File: src/hdl/raycast_wall_column_texel_mapper_defines.svh
// assertion macros shared by the texel mapper modules
`ifndef RAYCAST_WALL_COLUMN_TEXEL_MAPPER_DEFINES_SVH
`define RAYCAST_WALL_COLUMN_TEXEL_MAPPER_DEFINES_SVH

// same-cycle implication, checked out of reset
`define RCM_ASSERT_IMP(label, clk, rstn, ante, cons) \
    label: assert property (@(posedge clk) disable iff (!rstn) (ante) |-> (cons)) \
        else $error("texel mapper check failed");

// next-cycle implication, checked out of reset
`define RCM_ASSERT_NXT(label, clk, rstn, ante, cons) \
    label: assert property (@(posedge clk) disable iff (!rstn) (ante) |=> (cons)) \
        else $error("texel mapper check failed");

`endif

File: src/hdl/rcm_pkg.sv
// types, codes and sizes shared by the texel mapper modules
package rcm_pkg;

    // bus widths
    localparam int S_TDATA_W = 176;
    localparam int M_TDATA_W = 112;
    localparam int PADDR_W   = 5;
    localparam int PDATA_W   = 32;

    // dividend magnitude bits, one divider step per bit
    localparam int DIV_STEPS = 33;

    // register indexes
    localparam logic [2:0] REG_CEILING_COLOR  = 3'd0;
    localparam logic [2:0] REG_FLOOR_COLOR    = 3'd1;
    localparam logic [2:0] REG_TEXTURE_WIDTH  = 3'd2;
    localparam logic [2:0] REG_TEXTURE_HEIGHT = 3'd3;
    localparam logic [2:0] REG_SCREEN_WIDTH   = 3'd4;
    localparam logic [2:0] REG_SCREEN_HEIGHT  = 3'd5;
    localparam logic [2:0] REG_FRAME_PITCH    = 3'd6;

    // row classes
    localparam logic [1:0] REGION_CEILING = 2'd0;
    localparam logic [1:0] REGION_WALL    = 2'd1;
    localparam logic [1:0] REGION_FLOOR   = 2'd2;

    // wall textures
    localparam logic [1:0] TEX_WEST  = 2'd0;
    localparam logic [1:0] TEX_EAST  = 2'd1;
    localparam logic [1:0] TEX_NORTH = 2'd2;
    localparam logic [1:0] TEX_SOUTH = 2'd3;

    // configuration seen by the datapath
    typedef struct packed {
        logic [31:0] ceiling_color;
        logic [31:0] floor_color;
        logic [12:0] texture_width;
        logic [12:0] texture_height;
        logic [12:0] screen_width;
        logic [12:0] screen_height;
        logic [13:0] frame_pitch;
    } cfg_t;

    // one pixel as it moves down the pipeline
    typedef struct packed {
        logic        side;
        logic [20:0] dir_x;
        logic [20:0] dir_y;
        logic [23:0] eye_x;
        logic [23:0] eye_y;
        logic [23:0] wall_dist;
        logic [19:0] lh;
        logic [11:0] top;
        logic [11:0] row;
        logic [11:0] col;
        logic [1:0]  region;
        logic        we;
        logic [1:0]  sel;
        logic        mirror;
        logic [15:0] eye_lo;
        logic [31:0] hprod;
        logic [20:0] a;
        logic [25:0] fprod;
        logic [24:0] frame_index;
        logic [31:0] frac;
        logic [34:0] n;
        logic [44:0] txprod;
        logic [11:0] tx;
        logic        nneg;
        logic [32:0] nmag;
        logic [19:0] rem;
        logic [11:0] q;
        logic [11:0] ty;
        logic [23:0] tidx;
        logic [31:0] fill;
    } pix_t;

endpackage

File: src/hdl/rcm_regs.sv
// configuration register file behind the register bus
module rcm_regs (
    input  logic                         aclk,
    input  logic                         aresetn,
    input  logic                         psel,
    input  logic                         penable,
    input  logic                         pwrite,
    input  logic [rcm_pkg::PADDR_W-1:0]  paddr,
    input  logic [rcm_pkg::PDATA_W-1:0]  pwdata,
    output logic [rcm_pkg::PDATA_W-1:0]  prdata,
    output logic                         pready,
    output rcm_pkg::cfg_t                cfg
);
    import rcm_pkg::*;

    logic [31:0] ceiling_color_reg;
    logic [31:0] floor_color_reg;
    logic [12:0] texture_width_reg;
    logic [12:0] texture_height_reg;
    logic [12:0] screen_width_reg;
    logic [12:0] screen_height_reg;
    logic [13:0] frame_pitch_reg;
    logic        wr_en;
    logic [2:0]  reg_idx;

    assign pready  = 1'b1;
    assign wr_en   = psel & penable & pwrite & pready;
    assign reg_idx = paddr[4:2];

    // register writes
    always_ff @(posedge aclk) begin
        if (!aresetn) begin
            ceiling_color_reg  <= 32'd0;
            floor_color_reg    <= 32'd0;
            texture_width_reg  <= 13'd64;
            texture_height_reg <= 13'd64;
            screen_width_reg   <= 13'd640;
            screen_height_reg  <= 13'd480;
            frame_pitch_reg    <= 14'd640;
        end else if (wr_en) begin
            unique case (reg_idx)
                REG_CEILING_COLOR:  ceiling_color_reg  <= pwdata;
                REG_FLOOR_COLOR:    floor_color_reg    <= pwdata;
                REG_TEXTURE_WIDTH:  texture_width_reg  <= pwdata[12:0];
                REG_TEXTURE_HEIGHT: texture_height_reg <= pwdata[12:0];
                REG_SCREEN_WIDTH:   screen_width_reg   <= pwdata[12:0];
                REG_SCREEN_HEIGHT:  screen_height_reg  <= pwdata[12:0];
                REG_FRAME_PITCH:    frame_pitch_reg    <= pwdata[13:0];
                default: ;
            endcase
        end
    end

    // register reads
    always_comb begin
        unique case (reg_idx)
            REG_CEILING_COLOR:  prdata = ceiling_color_reg;
            REG_FLOOR_COLOR:    prdata = floor_color_reg;
            REG_TEXTURE_WIDTH:  prdata = {19'd0, texture_width_reg};
            REG_TEXTURE_HEIGHT: prdata = {19'd0, texture_height_reg};
            REG_SCREEN_WIDTH:   prdata = {19'd0, screen_width_reg};
            REG_SCREEN_HEIGHT:  prdata = {19'd0, screen_height_reg};
            REG_FRAME_PITCH:    prdata = {18'd0, frame_pitch_reg};
            default:            prdata = 32'd0;
        endcase
    end

    assign cfg.ceiling_color  = ceiling_color_reg;
    assign cfg.floor_color    = floor_color_reg;
    assign cfg.texture_width  = texture_width_reg;
    assign cfg.texture_height = texture_height_reg;
    assign cfg.screen_width   = screen_width_reg;
    assign cfg.screen_height  = screen_height_reg;
    assign cfg.frame_pitch    = frame_pitch_reg;

endmodule

File: config.mk
export PLATFORM = sky130hd
export DESIGN_NAME = rcm_regs
export DESIGN_NICKNAME = d
export VERILOG_FILES = /design/src/hdl/raycast_wall_column_texel_mapper_defines.svh /design/src/hdl/rcm_pkg.sv /design/src/hdl/rcm_regs.sv
export SDC_FILE = /design/constraint.sdc
export NUM_CORES = 1
export LEC_CHECK = 0
export BUFFER_PORTS_ARGS = -buffer_cell sky130_fd_sc_hd__buf_2
export CAP_MARGIN = 20
export CORE_MARGIN = 2
export CORE_UTILIZATION = 51
export CTS_BUF_LIST = sky130_fd_sc_hd__clkbuf_8
export CTS_CLUSTER_DIAMETER = 40
export DETAILED_ROUTE_END_ITERATION = 10
export MAX_ROUTING_LAYER = met4
export PLACE_DENSITY = 0.82
export SLEW_MARGIN = 10
export SYNTH_ARGS = -nofsm -noshare
export SYNTH_HDL_FRONTEND = slang
export SYNTH_SLANG_ARGS = --single-unit
export TNS_END_PERCENT = 10
File: constraint.sdc
create_clock -name aclk -period 2.6 [get_ports aclk]
set_input_delay 0.65 -clock aclk [delete_from_list [all_inputs] [get_ports aclk]]
set_output_delay 0.65 -clock aclk [all_outputs]
set_load 0.005 [all_outputs]
== After elaboration in Yosys (flattened, before gate mapping) ==
Cells that the tools add are included.
Widths: inputs -> output; s select.

* Input port bits: 42
* Word-level logic and storage cells: 24
* Flip-flop bits (word level): 130
* Output and inout bits: 163

* Muxes and demuxes: 1
* Reduce and logical (&&, ||, !) cells: 8
* Equal/unequal tests: 6
* Bitwise logic cells: 2

{| class="wikitable"
|+ Operators with widths
! kind !! number
|-
| $pmux 32 s7 || 1
|-
| $reduce_and 2->1 || 7
|-
| $eq 3x3->1 const B || 3
|-
| $eq 3x2->1 const B || 2
|-
| $eq 3x1->1 const B || 1
|-
| $logic_not 3->1 || 1
|-
| $and 1x1->1 || 2
|}

== Depth between registers and ports, before layout ==
Gate-level depths: netlist of the first run.

* Depth in word-level cells: 3
* Mapped depth: 6
* Mapped depth without buffers: 3

== Least setup slack after synthesis of the first run ==
No wires, ideal clock.

* Path type: in2out
* Start point: input paddr[3] (netlist name)
* End point: output prdata[10] (netlist name)
* Stages: 6
* Arrival time: 1.636 ns
* Data required time: 1.950 ns
* Buffers on the path: 3
* Path slack: 0.314 ns
* Cells stage by stage: buf_4 buf_2 nor3_1 buf_2 a22oi_1 nand3_1

* Longest elaborated chain between the ends: 2
* Elaborated cells between the ends (all ways): 8
* Classes of those cells: eq/ne (6); mux (1); reduce/logical (1)

{| class="wikitable"
|+ RTL lines
! what !! RTL line !! RTL
|-
| start, declared || rcm_regs.sv:8 || <nowiki>input logic [rcm_pkg::PADDR_W-1:0] paddr,</nowiki>
|-
| $eq 3x3->1 (tied with other cells) || rcm_regs.sv:56 || <nowiki>unique case (reg_idx)</nowiki>
|-
| $pmux 32 s7 (*) || rcm_regs.sv:56 ||
|-
| end, declared || rcm_regs.sv:10 || <nowiki>output logic [rcm_pkg::PDATA_W-1:0] prdata,</nowiki>
|}

Mark *: on every way between the ends. The rest lies on a longest branch, timed or not.

== Worst setup path in the final report of the first run ==
* Start point: input paddr[4] (netlist name)
* End point: output prdata[25] (netlist name)

The elaborated chain is that of the path after synthesis.

==> flow_metrics.py, run 1 <==
metrics = {
    "placed_design": {
        "numPortBuffers": 201,
        "place.gp.congestion": 0.831,
        "dp_hpwl_um": 11900,
        "dp_cells": 912,
    },
    "critical_path": {
        "critical_path_class": "in -> out",
        "arrival_ns": 1.88,
        "r2r_setup_slack_ns": 1.90,
        "slowest_stage": "nor3b_4",
        "crit_required_ns": 1.95,
        "rr_startpoint": "screen_width_reg[9]",
        "cp_num_buf_inv": 5,
        "max_stage_delay_ns": 0.21,
        "crit_path_end_kind": "output pin",
        "startpoint_type": "primary input",
        "path_delay_family": "buffers and inverters",
        "r2r_end": "screen_width_reg[9]",
        "reg2regPathDepth": 2,
        "path_max_fanout": 16,
        "worstPathCellList": "clkbuf_4 > buf_4 > nor3b_4 > buf_6 > buf_12 > a22o_1 > buf_2",
    },
    "synth": {
        "yosys_warnings": 0,
        "synth.avg_cell_area_um2": 9.66,
        "yosysSeqAreaShare_pct": 45.6,
        "synth_cells": 591,
        "syn_area_um2": 5710,
        "ys_seq_elements": 130,
        "syn_nets": 633,
        "yosysUniqueCellTypes": 31,
    },
    "finish": {
        "fin_nets": 837,
        "antenna_cells": 0,
        "fin_cells": 947,
        "drive_above_1_share_pct": 35.8,
        "syn2layout_area_growth_pct": 29.5,
    },
    "routing": {
        "detail-route-antenna-nets": 0,
        "wl_met1_um": 7270,
        "viasPerCell": 5.65,
        "highest_layer": "met4",
        "drc": 0,
        "initialDrtViolationCount": 432,
        "wire_per_inst_um": 18.5,
        "wl_met3_um": 1620,
        "dr_wl_met2_um": 8340,
        "wl_um": 17500,
        "firstDrtPassIters": 5,
        "num_vias": 5351,
    },
    "pwr": {
        "power_leakage_nw": 3.33,
        "switchingPower_uw": 974,
        "swShare_pct": 24.3,
        "sequentialPowerShare_pct": 50.4,
        "internal_power_mw": 3.03,
        "clockPowerShare_pct": 42.0,
        "comb_power_share_pct": 7.6,
        "power_mw": 4.01,
        "cellPowerDensity_nw_per_um2": 542,
        "ir_worst_vdd_v": 0.000305,
    },
    "min_path": {
        "hold_class": "reg -> reg",
        "whs_endpoint": "floor_color_reg[14]",
        "holdPathStages": 2,
        "hp-start": "floor_color_reg[14]",
    },
    "sta": {
        "hold_viol": 0,
        "rsz0062_at_grt": "yes",
        "setup_viol": 0,
        "whs_ns": 0.471,
        "finClkSkew_ns": 0,
        "period_needed_ns": 2.53,
        "period_share_pct": 97.4,
        "fmax_ghz": 0.395,
        "slew_violations": 0,
    },
    "clock_network": {
        "h-tree-depth": 4,
        "clk_latency_ns": 0.42,
        "clk_pin_slew_ns": 0.07,
        "cts.sinks": 130,
        "cts_hold_buf": 0,
        "cts_made_buffers": 17,
        "tritoncts": "yes",
        "cts.path.max_buffers": 2,
        "ctsRootBufferMaster": "clkbuf_8",
    },
    "floorplanning": {
        "core_um2": 10900,
        "ioPinCount": 205,
        "rows": 38,
        "die-width_um": 110,
        "floorplan.initialDensity_pct": 52.5,
        "die_h_um": 110,
        "die_area_um2": 12100,
    },
    "global_route": {
        "antenna_found_initial": 0,
        "grt_max_degree": 56,
        "gr-total-overflow": 0,
        "grt_pass1_vias": 4912,
        "grt_usage_pct": 29.8,
        "grt_pass1_wl_um": 26300,
    },
    "flow_run": {
        "cap_violations": 0,
    },
    "status": {
        "outcome": "completed",
    },
}
==> layer usage <==
layer	vias to the layer above	track usage, %
met2	273	46.9
li1	2482	-
met5	-	-
met3	24	8.36
met1	2572	36.6
met4	0	10.8
==> cell usage after synthesis <==
cell      count  share of area, %
nand2_1     154                10
dfxtp_1     130                46
mux2i_1     123                22
a22oi_1      23               3.0
clkbuf_1     21               1.4
a22o_1       18               2.8
nand3_1      17               1.5
a32oi_1      16               2.5
mux2_2       13               2.6
o211ai_1     12               1.6
buf_2        11              0.96
buf_4        10               1.3
nor2b_1       8              0.88
o21ai_0       6              0.53
buf_6         4              0.79
nor2_2        4              0.44
inv_1         3              0.20
buf_1         2              0.13
nand2b_1      2              0.22
nand4_1       2              0.22
nor3b_1       2              0.26
and4_1        1              0.15
clkbuf_2      1             0.088
conb_1        1             0.066
nand2_2       1              0.11
nand4b_4      1              0.42
nor2_1        1             0.066
nor3_1        1             0.088
nor3_2        1              0.18
nor3_4        1              0.28
o31ai_1       1              0.13
==> power groups by stage <==
stage                     registers, mW  clock network [mW]  logic (mW)
after global routing               2.02                1.80       0.327
after global placement             2.06                   0       0.280
after CTS                          2.02                1.71       0.293
final                              2.02                1.68       0.305
after floorplan                    2.06                   0       0.160
after detailed placement           2.06                   0       0.288
==> worst min-delay path: stages (launching register included) <==
cell	delay [ns]
dfxtp_1	0.32
nand2_1	0.05
mux2i_1	0.05
==> metrics by stage <==
| step | setup slack [ns] | area [um^2] | util (%) | setup TNS, ns |
|---|---|---|---|---|
| after floorplan | 0.314 | 5710 | - | 0 |
| after global placement | 0.00679 | 6940 | 63.7 | 0 |
| after detailed placement | -0.0190 | 6940 | 63.7 | -0.0190 |
| after CTS | 0.000169 | 7340 | 67.4 | 0 |
| after global routing | -0.00732 | 7390 | 67.9 | -0.00732 |
| final | 0.0687 | 7390 | 67.9 | 0 |
==> cell usage in the layout, fill, tap and decap left out, types with 3 or more instances in the layout <==
| master | netlist | routed |
|---|---|---|
| nand3_1 | 17 | 17 |
| buf_4 | 10 | 25 |
| buf_2 | 11 | 199 |
| a22o_1 | 18 | 18 |
| mux2i_1 | 123 | 123 |
| clkinv_2 | 0 | 3 |
| mux2_2 | 13 | 13 |
| o211ai_1 | 12 | 12 |
| o21ai_0 | 6 | 6 |
| dfxtp_1 | 130 | 130 |
| a32oi_1 | 16 | 16 |
| nand2_1 | 154 | 154 |
| inv_1 | 3 | 4 |
| a22oi_1 | 23 | 23 |
| buf_12 | 0 | 6 |
| nor2b_1 | 8 | 7 |
| clkinvlp_4 | 0 | 5 |
| clkbuf_8 | 0 | 20 |
==> layout make-up <==
class | instances | area [um^2]
fill | 870 | 3490
multi-input combinational | 409 | 2870
sequential | 130 | 2600
timing repair buffer | 233 | 1330
clock buffer | 20 | 275
tap | 140 | 175
clock inverter | 11 | 114
inverter | 3 | 15.0
timing repair inverter | 1 | 7.51
==> logic make-up (layout without fill, tap and decap cells) <==
family / after synthesis / in the layout / synth area share [%]
DFF: 130 / 130 / 45.6
buffers and inverters: 52 / 268 / 4.86
and+or+nand+nor: 196 / 196 / 14.9
other: 1 / 1 / 0.0657
AOI/OAI and AO/OA: 76 / 76 / 10.5
muxes: 136 / 136 / 24.1
==> what timing repair did <==
item,CTS,global route
gates cloned,1,0
buffers inserted,0,3
endpoints found under the setup margin,3,25
gates resized for setup,2,6
==> how the worst max path moves through the flow <==
| stage | from | to | slack, ns | depth (start not counted) |
|---|---|---|---|---|
| floorplan | paddr[3] | prdata[10] | 0.31 | 6 |
| global placement | paddr[4] | prdata[25] | 0.007 | 7 |
| detailed placement | paddr[4] | prdata[4] | -0.02 | 6 |
| CTS | paddr[4] | prdata[4] | 0.0002 | 6 |
| global route | paddr[4] | prdata[25] | -0.007 | 7 |
| finish | paddr[4] | prdata[25] | 0.07 | 7 |
(Power assumes the default switching activity.)
==> run 2: changes to the inputs <==
--- a/config.mk
+++ b/config.mk
@@ -8,12 +8,11 @@
 export BUFFER_PORTS_ARGS = -buffer_cell sky130_fd_sc_hd__buf_2
 export CAP_MARGIN = 20
 export CORE_MARGIN = 2
-export CORE_UTILIZATION = 51
-export CTS_BUF_LIST = sky130_fd_sc_hd__clkbuf_8
+export CORE_UTILIZATION = 54
 export CTS_CLUSTER_DIAMETER = 40
 export DETAILED_ROUTE_END_ITERATION = 10
 export MAX_ROUTING_LAYER = met4
-export PLACE_DENSITY = 0.82
+export PLACE_DENSITY = 0.86
 export SLEW_MARGIN = 10
 export SYNTH_ARGS = -nofsm -noshare
 export SYNTH_HDL_FRONTEND = slang
==> constraint.sdc (replaced) <==
create_clock -name aclk -period 3.1 [get_ports aclk]
set_input_delay 0.155 -clock aclk [delete_from_list [all_inputs] [get_ports aclk]]
set_output_delay 0.155 -clock aclk [all_outputs]
set_load 0.005 [all_outputs]
==> run 2 against run 1 <==
  * Count of clock-buffer cells in the layout rose by 1
  * Worst setup slack improved by 1.1 ns
  * Combinational power fell by 17%
  * Routed wire length rose by 1.8%
  * Cell count rose by 0.32%
  * Worst hold slack got worse by 0.42 ns
  * Sequential power fell by 16%
  * Via count rose by 2.3%
  * Critical path type unchanged
  * Critical endpoint is now prdata[7]
  * Largest cell class unchanged
  * Highest routed layer unchanged
==> flow_metrics.py, run 2 (synthesis gave the netlist of run 1 again) <==
metrics = {
    "pwr": {
        "ir_worst_vdd_v": 0.000273,
        "power_mw": 3.86,
        "power_leakage_nw": 3.40,
        "cellPowerDensity_nw_per_um2": 508,
    },
    "sta": {
        "setup_viol": 0,
        "fin_tns_setup_ns": 0,
        "finClkSkew_ns": 0,
        "slew_violations": 0,
        "fmax_ghz": 0.509,
        "whs_ns": 0.0546,
        "worst_pin_slew_ns": 0.780,
        "hold_viol": 0,
        "rsz0062_at_grt": "no",
        "period_share_pct": 63.3,
        "period_needed_ns": 1.96,
        "slew_headroom_pct": 47.9,
    },
    "placed_design": {
        "place.gp.congestion": 0.891,
        "dp_cells": 895,
        "dp_hpwl_um": 11700,
        "numPortBuffers": 201,
        "dpl_cell_area_um2": 6790,
    },
    "clock_network": {
        "clk_latency_ns": 0.52,
        "ctsRootBufferMaster": "clkbuf_8",
        "clk_pin_slew_ns": 0.06,
        "post_cts_buffers": 0,
        "cts_made_buffers": 17,
        "h-tree-depth": 4,
        "cts_hold_buf": 24,
        "tritoncts": "yes",
        "cts.sinks": 130,
        "cts.path.max_buffers": 2,
        "cts_resized": 0,
    },
    "min_path": {
        "hold_class": "in -> reg",
        "holdPathStages": 3,
    },
    "critical_path": {
        "r2r_setup_slack_ns": 2.41,
        "reg2regPathDepth": 2,
        "r2r_end": "frame_pitch_reg[0]",
        "crit_required_ns": 2.94,
        "path_delay_family": "buffers and inverters",
        "startpoint_type": "primary input",
        "arrival_ns": 1.81,
        "crit_path_end_kind": "output pin",
        "critPathLaunch": "paddr[3]",
        "rr_startpoint": "frame_pitch_reg[0]",
        "critical_path_depth": 6,
        "path_max_fanout": 19,
        "cpMostUsedCell": "buf_2",
        "slowest_stage": "nor2b_1",
        "critical_path_class": "in -> out",
        "cp_num_buf_inv": 3,
        "worstPathCellList": "buf_2 > nor2b_1 > buf_4 > a32oi_1 > o211ai_1 > buf_2",
        "crit_end": "prdata[7]",
        "max_stage_delay_ns": 0.61,
    },
    "finish": {
        "final_area_um2": 7590,
        "mostFrequentLayoutCells": "buf_2 (200), nand2_1 (154), dfxtp_1 (130)",
        "fillers": 726,
        "syn2layout_area_growth_pct": 33.0,
        "drive_above_1_share_pct": 32.9,
        "layout_commonest_cell": "buf_2",
        "fin_cells": 950,
        "antenna_cells": 0,
        "fin_nets": 844,
    },
    "status": {
        "outcome": "completed",
    },
    "global_route": {
        "grt_pass1_wl_um": 27500,
        "grt_max_degree": 80,
        "gr-total-overflow": 0,
        "antenna_found_initial": 0,
        "grt_usage_pct": 31.8,
        "grt_pass1_vias": 5319,
    },
    "routing": {
        "highest_layer": "met4",
        "dr_wl_met2_um": 8920,
        "wire_per_inst_um": 18.8,
        "wl_met3_um": 1620,
        "wl_met1_um": 6970,
        "detail-route-antenna-nets": 0,
        "viasPerCell": 5.76,
        "initialDrtViolationCount": 437,
        "wl_um": 17800,
        "drc": 0,
        "firstDrtPassIters": 5,
        "num_vias": 5473,
    },
    "floorplanning": {
        "rows": 37,
        "die-width_um": 107,
        "core_um2": 10300,
        "ioPinCount": 205,
        "floorplan.initialDensity_pct": 55.6,
        "die_h_um": 107,
        "die_area_um2": 11400,
    },
    "flow_run": {
        "cap_violations": 0,
    },
}
-- run 2: cell types whose count changed in the layout (fill, tap and decap cells not counted), sizes merged --
cell	change
inv	-1
bufinv	+1
buf	-15
dlygate4sd3	+24
clkinvlp	-2
-- run 2: area by class of cell --
type	count	area, um^2	share of cell area [%]
clock buffer	21	429	5.65
tap	136	170	2.24
clock inverter	10	136	1.80
inverter	3	11.3	0.148
multi-input combinational	409	2850	37.5
sequential	130	2600	34.3
timing repair buffer	241	1390	18.4
-- run 2: tightest hold or removal path, cell delays in order --
cell and delay [ns]:
buf_2 0.07, nand2_1 0.14, mux2i_1 0.16
-- run 2: how the worst min path moves through the flow --
| stage | from | end | slack, ns |
|---|---|---|---|
| global placement | pwdata[8] | screen_height_reg[8] | 0.41 |
| floorplan | pwdata[5] | screen_height_reg[5] | 0.30 |
| CTS | pwdata[1] | frame_pitch_reg[1] | 0.04 |
| detailed placement | pwdata[5] | screen_height_reg[5] | 0.42 |
| global route | pwdata[12] | floor_color_reg[12] | 0.05 |
| finish | pwdata[12] | screen_width_reg[12] | 0.05 |
-- run 2: metal layers --
layer	vias to the layer above	global-route usage, %
met5	-	-
met4	0	10.8
met3	31	7.48
met2	334	54.0
met1	2602	37.3
li1	2506	-
-- run 2: through the flow --
step / util, % / worst slack (ns)
floorplan: - / 1.80
global placement: 66.1 / 0.999
detailed placement: 66.1 / 0.939
CTS: 73.9 / 1.18
global route: 73.9 / 1.03
finish: 73.9 / 1.14
-- run 2: power breakdown --
group          leakage (nW)  internal, mW  total [mW]  switching, mW
Clock                 0.268          1.22        1.91          0.697
Combinational          2.08        0.0970       0.253          0.156
Sequential             1.05          1.68        1.70         0.0112
